**src/amat_pkg.sv**
```systemverilog
`timescale 1ns / 1ps
// ----------------------------------------------------------------------------
// amat_pkg
// Shared types and codes for the adjacency matrix store.
// ----------------------------------------------------------------------------
package amat_pkg;

   localparam int VIN_BITS      = 10;
   localparam int VTX_BITS      = 9;
   localparam int WIN_BITS      = 8;
   localparam int KIND_BITS     = 2;
   localparam int STATUS_BITS   = 2;
   localparam int DEG_OUT_BITS  = 9;
   localparam int TOTAL_BITS    = 17;
   localparam int REQ_DATA_BITS = 32;
   localparam int RSP_DATA_BITS = 40;

   localparam logic [VIN_BITS-1:0] VIN_RESET = 10'd512;

   localparam logic [KIND_BITS-1:0] KIND_INSERT = 2'd0;
   localparam logic [KIND_BITS-1:0] KIND_REMOVE = 2'd1;
   localparam logic [KIND_BITS-1:0] KIND_ADJ    = 2'd2;
   localparam logic [KIND_BITS-1:0] KIND_DEGREE = 2'd3;

   localparam logic [STATUS_BITS-1:0] STATUS_DONE     = 2'd0;
   localparam logic [STATUS_BITS-1:0] STATUS_NOCHANGE = 2'd1;
   localparam logic [STATUS_BITS-1:0] STATUS_RANGE    = 2'd2;

   // status sits in the lowest bits
   typedef struct packed {
      logic [TOTAL_BITS-1:0]   edge_total;
      logic [DEG_OUT_BITS-1:0] degree;
      logic [WIN_BITS-1:0]     stored_weight;
      logic                    adjacent;
      logic [STATUS_BITS-1:0]  status;
   } rsp_type;

   localparam int RSP_BITS = $bits(rsp_type);

   typedef struct packed {
      logic    push;
      rsp_type data;
   } rsp_push_type;

endpackage

```
**src/amat_ctrl.sv**
```systemverilog
`timescale 1ns / 1ps
// ----------------------------------------------------------------------------
// amat_ctrl
// Sequencer: clearing sweep, read-modify-write of both matrix entries,
// row walk for the degree, edge counter.
// ----------------------------------------------------------------------------
module amat_ctrl
   import amat_pkg::*;
#(
   parameter int MAX_VERTICES = 512,
   parameter int WEIGHT_BITS  = 8
) (
   input  logic                            clock,
   input  logic                            reset,
   input  logic                            req_valid,
   output logic                            req_ready,
   input  logic [KIND_BITS-1:0]            req_kind,
   input  logic [VTX_BITS-1:0]             req_first,
   input  logic [VTX_BITS-1:0]             req_second,
   input  logic [WIN_BITS-1:0]             req_weight,
   input  logic [VIN_BITS-1:0]             vertices,
   input  logic                            out_free,
   output rsp_push_type                    out_push,
   output logic                            mem_we,
   output logic [2*$clog2(MAX_VERTICES)-1:0] mem_waddr,
   output logic [WEIGHT_BITS-1:0]          mem_wdata,
   output logic [2*$clog2(MAX_VERTICES)-1:0] mem_raddr,
   input  logic [WEIGHT_BITS-1:0]          mem_rdata
);

   localparam int ROW_BITS  = $clog2(MAX_VERTICES);
   localparam int ADDR_BITS = 2 * ROW_BITS;
   localparam int NW = ($clog2(MAX_VERTICES + 1) > VIN_BITS) ?
                       $clog2(MAX_VERTICES + 1) : VIN_BITS;
   localparam int CNT_BITS = $clog2(MAX_VERTICES * (MAX_VERTICES - 1) / 2 + 1);

   localparam logic [2:0] ST_CLEAR = 3'd0;
   localparam logic [2:0] ST_IDLE  = 3'd1;
   localparam logic [2:0] ST_EVAL  = 3'd2;
   localparam logic [2:0] ST_WR2   = 3'd3;
   localparam logic [2:0] ST_WALK  = 3'd4;
   localparam logic [2:0] ST_HOLD  = 3'd5;

   logic [2:0]             state_ff, state_in;
   logic [ADDR_BITS-1:0]   clr_ff, clr_in;
   logic [KIND_BITS-1:0]   kind_ff, kind_in;
   logic [ROW_BITS-1:0]    a_ff, a_in, b_ff, b_in;
   logic [WEIGHT_BITS-1:0] w_ff, w_in;
   logic [WEIGHT_BITS-1:0] wr_ff, wr_in;
   logic                   rng_ok_ff, rng_ok_in;
   logic                   same_ff, same_in;
   logic [CNT_BITS-1:0]    cnt_ff, cnt_in;
   logic [NW-1:0]          col_ff, col_in;
   logic [NW-1:0]          deg_ff, deg_in;
   logic                   rd_vld_ff, rd_vld_in;
   rsp_type                res_ff, res_in;

   logic [NW-1:0]          n_eff, vin_ext, max_ext;
   logic                   accept, a_ok, b_ok, req_rng_ok;
   logic                   nz, issue, contrib;
   logic [NW-1:0]          deg_final;
   rsp_type                res_c;

   assign vin_ext = NW'(vertices);
   assign max_ext = NW'(MAX_VERTICES);
   assign n_eff   = (vin_ext > max_ext) ? max_ext : vin_ext;

   assign req_ready  = (state_ff == ST_IDLE);
   assign accept     = req_valid && req_ready;
   assign a_ok       = NW'(req_first) < n_eff;
   assign b_ok       = NW'(req_second) < n_eff;
   assign req_rng_ok = (req_kind == KIND_DEGREE) ? a_ok : (a_ok && b_ok);

   assign nz        = |mem_rdata;
   assign issue     = col_ff < n_eff;
   assign contrib   = rd_vld_ff && nz;
   assign deg_final = deg_ff + NW'(contrib);

   always_comb begin
      state_in  = state_ff;
      clr_in    = clr_ff;
      kind_in   = kind_ff;
      a_in      = a_ff;
      b_in      = b_ff;
      w_in      = w_ff;
      wr_in     = wr_ff;
      rng_ok_in = rng_ok_ff;
      same_in   = same_ff;
      cnt_in    = cnt_ff;
      col_in    = col_ff;
      deg_in    = deg_ff;
      rd_vld_in = 1'b0;
      res_in    = res_ff;
      res_c     = '0;
      mem_we    = 1'b0;
      mem_waddr = {a_ff, b_ff};
      mem_wdata = wr_ff;
      mem_raddr = {a_ff, col_ff[ROW_BITS-1:0]};
      out_push  = '0;

      unique case (state_ff)
         ST_CLEAR: begin
            mem_we    = 1'b1;
            mem_waddr = clr_ff;
            mem_wdata = '0;
            clr_in    = clr_ff + ADDR_BITS'(1);
            if (&clr_ff) begin
               state_in = ST_IDLE;
            end
         end
         ST_IDLE: begin
            mem_raddr = {ROW_BITS'(req_first),
                         (req_kind == KIND_DEGREE) ? ROW_BITS'(0) : ROW_BITS'(req_second)};
            if (accept) begin
               kind_in   = req_kind;
               a_in      = ROW_BITS'(req_first);
               b_in      = ROW_BITS'(req_second);
               w_in      = WEIGHT_BITS'(req_weight);
               same_in   = (req_first == req_second);
               rng_ok_in = req_rng_ok;
               if (req_kind == KIND_DEGREE && req_rng_ok) begin
                  state_in  = ST_WALK;
                  col_in    = NW'(1);
                  deg_in    = '0;
                  rd_vld_in = 1'b1;
               end else begin
                  state_in = ST_EVAL;
               end
            end
         end
         ST_EVAL: begin
            res_c.status = STATUS_DONE;
            if (!rng_ok_ff) begin
               res_c.status = STATUS_RANGE;
            end else begin
               case (kind_ff)
                  KIND_INSERT: begin
                     if (!same_ff && !nz && (|w_ff)) begin
                        mem_we              = 1'b1;
                        mem_wdata           = w_ff;
                        wr_in               = w_ff;
                        cnt_in              = cnt_ff + CNT_BITS'(1);
                        res_c.stored_weight = WIN_BITS'(w_ff);
                        res_c.adjacent      = 1'b1;
                     end else begin
                        res_c.status        = STATUS_NOCHANGE;
                        res_c.stored_weight = WIN_BITS'(mem_rdata);
                        res_c.adjacent      = nz;
                     end
                  end
                  KIND_REMOVE: begin
                     if (nz) begin
                        mem_we    = 1'b1;
                        mem_wdata = '0;
                        wr_in     = '0;
                        if (|cnt_ff) begin
                           cnt_in = cnt_ff - CNT_BITS'(1);
                        end
                     end else begin
                        res_c.status = STATUS_NOCHANGE;
                     end
                  end
                  KIND_ADJ: begin
                     res_c.stored_weight = WIN_BITS'(mem_rdata);
                     res_c.adjacent      = nz;
                  end
                  default: begin
                  end
               endcase
            end
            res_c.edge_total = TOTAL_BITS'(cnt_in);
            res_in = res_c;
            if (mem_we) begin
               state_in = ST_WR2;
            end else if (out_free) begin
               out_push.push = 1'b1;
               out_push.data = res_c;
               state_in      = ST_IDLE;
            end else begin
               state_in = ST_HOLD;
            end
         end
         ST_WR2: begin
            // mirror entry
            mem_we    = 1'b1;
            mem_waddr = {b_ff, a_ff};
            out_push.data = res_ff;
            if (out_free) begin
               out_push.push = 1'b1;
               state_in      = ST_IDLE;
            end else begin
               state_in = ST_HOLD;
            end
         end
         ST_WALK: begin
            deg_in = deg_final;
            if (issue) begin
               col_in    = col_ff + NW'(1);
               rd_vld_in = 1'b1;
            end else begin
               res_c.status     = STATUS_DONE;
               res_c.degree     = DEG_OUT_BITS'(deg_final);
               res_c.edge_total = TOTAL_BITS'(cnt_ff);
               res_in           = res_c;
               if (out_free) begin
                  out_push.push = 1'b1;
                  out_push.data = res_c;
                  state_in      = ST_IDLE;
               end else begin
                  state_in = ST_HOLD;
               end
            end
         end
         ST_HOLD: begin
            out_push.data = res_ff;
            if (out_free) begin
               out_push.push = 1'b1;
               state_in      = ST_IDLE;
            end
         end
         default: begin
            state_in = ST_IDLE;
         end
      endcase
   end

   always_ff @(posedge clock) begin
      if (reset) begin
         state_ff  <= ST_CLEAR;
         clr_ff    <= '0;
         cnt_ff    <= '0;
         rd_vld_ff <= 1'b0;
      end else begin
         state_ff  <= state_in;
         clr_ff    <= clr_in;
         cnt_ff    <= cnt_in;
         rd_vld_ff <= rd_vld_in;
      end
   end

   always_ff @(posedge clock) begin
      kind_ff   <= kind_in;
      a_ff      <= a_in;
      b_ff      <= b_in;
      w_ff      <= w_in;
      wr_ff     <= wr_in;
      rng_ok_ff <= rng_ok_in;
      same_ff   <= same_in;
      col_ff    <= col_in;
      deg_ff    <= deg_in;
      res_ff    <= res_in;
   end

   a_cnt_only_eval: assert property (@(posedge clock) disable iff (reset)
      (state_ff != ST_EVAL) |=> $stable(cnt_ff))
      else $error("edge count moved outside evaluation");

   a_wr2_after_write: assert property (@(posedge clock) disable iff (reset)
      (state_ff == ST_EVAL && mem_we) |=> (state_ff == ST_WR2))
      else $error("mirror write skipped");

   a_push_free: assert property (@(posedge clock) disable iff (reset)
      out_push.push |-> out_free)
      else $error("result pushed into occupied output register");

   a_rdvld_walk: assert property (@(posedge clock) disable iff (reset)
      rd_vld_ff |-> (state_ff == ST_WALK))
      else $error("row read outstanding outside walk");

endmodule

```
**config.mk**
```make
export PLATFORM = sky130hd
export DESIGN_NAME = amat_ctrl
export DESIGN_NICKNAME = d
export VERILOG_FILES = /design/src/amat_pkg.sv /design/src/amat_ctrl.sv
export SDC_FILE = /design/constraint.sdc
export NUM_CORES = 1
export LEC_CHECK = 0
export BUFFER_PORTS_ARGS = -buffer_cell sky130_fd_sc_hd__buf_2
export CAP_MARGIN = 20
export CELL_PAD_IN_SITES_DETAIL_PLACEMENT = 0
export CELL_PAD_IN_SITES_GLOBAL_PLACEMENT = 1
export CORE_ASPECT_RATIO = 1.2
export CORE_MARGIN = 1
export CORE_UTILIZATION = 47
export CTS_CLUSTER_DIAMETER = 80
export DETAILED_ROUTE_END_ITERATION = 6
export GPL_TIMING_DRIVEN = 0
export PLACE_DENSITY = 0.95
export SKIP_LAST_GASP = 1
export SLEW_MARGIN = 10
export SYNTH_ARGS = -nofsm -noshare
export SYNTH_HDL_FRONTEND = slang
export SYNTH_SLANG_ARGS = --single-unit
```
**constraint.sdc**
```tcl
create_clock -name clock -period 11.85 [get_ports clock]
set_input_delay 1.7775 -clock clock [delete_from_list [all_inputs] [get_ports clock]]
set_output_delay 1.7775 -clock clock [all_outputs]
set_load 0.01 [all_outputs]
```
==> run_results.csv <==
group,metric,value,unit
power,p_int,862,uW
sta,setup_viol_count_final,0,
global_route,grt_start_max_net_pins,32,
logic_synthesis,synth_edf_count,94,
sta,skew,0.00666,ns
route,via_count,7955,
clock_network,h-tree-depth,4,
clock_network,cts_buffers,17,
placement,place_ws,4.43,ns
power,p_leak,0.00383,uW
logic_synthesis,yosys-top-cells-area,"edfxtp_1, dfxtp_1, nand2_1",
logic_synthesis,ys_ff_latch,133,
sta,fmax,0.133,GHz
critical_path,critical_path_buf_inv_count,3,
die,placement_rows,52,
placement,dp_hpwl,19200,um
final_layout,fin_nets,1163,
power,p_switching,320,uW
clock_network,cts-root-buf,"clkbuf_16",
critical_path,end_kind,"output pin",
final_layout,drive_gt1_share,16.3,%
sta,finalHoldViolCount,0,
hold_path,hold_path_class,"register to register",
hold_path,hold_depth,2,
logic_synthesis,ys_warn_count,0,
global_route,first_global_vias,7327,
clock_network,hold_buffers,0,
die,start_util,48.5,%
route,drc,0,
sta,worstMarginPinSlew,1.04,ns
critical_path,required,10.07,ns
clock_network,cts_sinks,133,
logic_synthesis,seq_area_frac_synth,43.6,%
sta,rsz0062_at_grt,"no",
logic_synthesis,synth_area_per_cell,8.91,um^2
placement,portBuffers,132,
sta,finalCriticalPeriod,7.51,ns
power,p_sw_share,27.1,%
logic_synthesis,synthCells,928,
final_layout,synthToLayoutAreaGrowth,18.7,%
sta,setup_slack,4.34,ns
critical_path,critical_path.max_stage_delay,0.89,ns
critical_path,r2r-end,"res_ff[31]",
die,die-area,0.0181,mm^2
logic_synthesis,synth_top_area_cell,"edfxtp_1",
sta,finalCritPeriodShare,63.4,%
global_route,grt_overflow,0,
global_route,grt_pass1_wl,39800,um
power,p_clk_share,43.3,%
final_layout,n_fill_cell,1603,
critical_path,worstPathArrival,5.73,ns
clock_network,cts-resized-gates,0,
clock_network,cts_setup_buffers,0,
logic_synthesis,async_flop_share,0,%
route,drt_iter0_drc,756,
die,die_width,123,um
sta,max-slew-margin-rel,29.8,%
global_route,grt_antenna_before_repair,1,
placement,place_inst,1277,
critical_path,reg2reg_from,"col_ff[1]",
hold_path,whs_endpoint,"clr_ff[1]",
critical_path,rr_worst_depth,7,
hold_path,hold_start,"clr_ff[1]",
critical_path,cp_cell_sequence,"buf_2 -> nor4_1 -> nand2_1 -> a22oi_1 -> nand3_1 -> o31ai_1 -> clkbuf_1 -> a22o_1 -> buf_2",
clock_network,tritoncts,"done",
critical_path,cp_top_family,"simple AND/OR/NAND/NOR gates",
critical_path,cp_common_cell,"buf_2",
die,die_h,147,um
placement,gp_congestion,0.986,
route,drt_wl_total,25700,um
sta,setup-tns-final,0,ns
logic_synthesis,ys.flop_type,"edfxtp_1",
flow_run,maxCapViolations,0,
power,comb_power_share,12.7,%
logic_synthesis,ys_types,65,
clock_network,clock_latency,0.43,ns
sta,maxSlewViolCount,0,
logic_synthesis,yosys.area.top_type_share,34.2,%
die,core,0.0170,mm^2
logic_synthesis,syn_nets,1010,
route,viasPerCell,6.07,
critical_path,rrSetupSlack,8.69,ns
critical_path,cp_max_fo,10,
clock_network,cts.clk_slew.worst_paths,0.06,ns
route,antenna_left,0,
logic_synthesis,syn_area,0.00826,mm^2
critical_path,critPathSlowestCell,"nor4_1",
critical_path,setup.worst_path.start_class,"primary input",
final_layout,fin_cells,1310,
power,ir_drop,0.100,mV
power,power.density,121,mW/mm^2
run_status,status,"finished clean",
final_layout,n_antenna_cell,0,
route,dr.pass1.iters,5,
die,ioPinCount,134,
route,wl_per_cell,19.6,um
power,seq_power_share,44.0,%
global_route,grt_usage,29.0,%
critical_path,setup.worst_path.class,"primary input to output pin",
clock_network,cts_buffer_depth,2,
==> cells in the final DEF, fill, tap and decap left out, types with 20 or more instances in the layout <==
cell type and count:
nand2_1 163, buf_2 134, edfxtp_1 94, nor2_1 82, clkbuf_1 53, a21oi_1 48, o21ai_0 43, dfxtp_1 39
nand3_1 33, xnor2_1 32, ha_1 32, a22o_1 28, xor2_1 25, nor3_1 22, a22oi_1 20
==> cells by family after synthesis <==
logic type	Yosys count	share of synthesized area, %
xor+xnor	57	6.04
fa+ha+maj	32	4.84
flops	133	43.6
mux	1	0.136
buf+inv	70	3.19
simple gates	408	23.4
compound gates	227	18.8
==> per-layer routing <==
layer	part of all wire (%)	vias to the layer above	GRT usage [%]
met2	49	366	46.9
met3	6.9	57	4.85
met5	0	-	0
li1	-	3758	-
met4	3.3	0	11.9
met1	41	3774	38.3
==> power by group through the flow <==
stage | combinational [uW] | sequential, uW | clock (uW)
after global routing | 165 | 521 | 536
after floorplan | 88.6 | 527 | 0
after detailed placement | 149 | 530 | 0
after global placement | 146 | 530 | 0
final | 151 | 520 | 512
after CTS | 150 | 520 | 516
==> metrics by stage <==
stage	total power (uW)	util, %	hold slack (ns)	cell area, um^2
2_1_floorplan	616	-	0.448	8260
3_3_place_gp	676	53.9	0.462	9200
3_5_place_dp	678	54.2	0.473	9240
4_1_cts	1190	57.5	0.486	9800
5_1_grt	1220	57.5	0.500	9810
6_report	1180	57.5	0.486	9810
==> worst reg2reg max path, stage by stage, from the launching register on <==
cell      delay (ns)
edfxtp_1        0.48
ha_1            0.26
nor4b_1         0.28
nor3_1          0.10
or3_1           0.36
a31oi_1         0.77
o21ai_4         0.38
buf_16          0.28
==> state kept, by name, summed over array words and instances, names as in the netlist <==
signal     flops
w_ff           8
same_ff        1
a_ff           9
col_ff        10
rng_ok_ff      1
deg_ff         9
cnt_ff        17
kind_ff        2
b_ff           9
res_ff        37
wr_ff          8
clr_ff        18
rd_vld_ff      1
state_ff       3
==> cells in the mapped netlist, types with 8 or more instances <==
cell,instances
a22oi_1,20
xor2_1,25
and2_1,8
a211oi_1,12
a21oi_1,48
nor3_1,22
nand3_1,33
a31oi_1,10
o21ai_0,44
edfxtp_1,94
clkbuf_1,51
o31ai_1,9
ha_1,32
nor2_1,82
and3_1,12
nor4b_1,8
xnor2_1,32
nor4_1,12
or3_1,12
a22o_1,28
nand4_1,19
nand2_1,163
inv_1,14
dfxtp_1,39
==> cell type report <==
type                       instances  area (um^2)  area share [%]
buffer                            55          208            2.12
clock buffer                      20          447            4.55
clock inverter                    12          120            1.22
inverter                          15         56.3           0.574
multi-input combinational        725         4410            45.0
sequential                       133         3600            36.7
tap                              216          270            2.76
timing repair buffer             134          693            7.07
==> how the worst max path moves through the flow <==
stage          depth (start not counted)    startpoint           end  slack, ns
3_3_place_gp                          11   vertices[5]    res_ff[29]       3.18
6_report                               9  mem_rdata[1]  out_push[25]       4.34
3_5_place_dp                           9  mem_rdata[1]  out_push[25]       4.43
5_1_grt                                9  mem_rdata[1]  out_push[25]       4.09
2_1_floorplan                         10   vertices[5]     res_ff[0]       5.30
4_1_cts                                9  mem_rdata[1]  out_push[25]       4.42
Power figures use the tool's default switching activity.
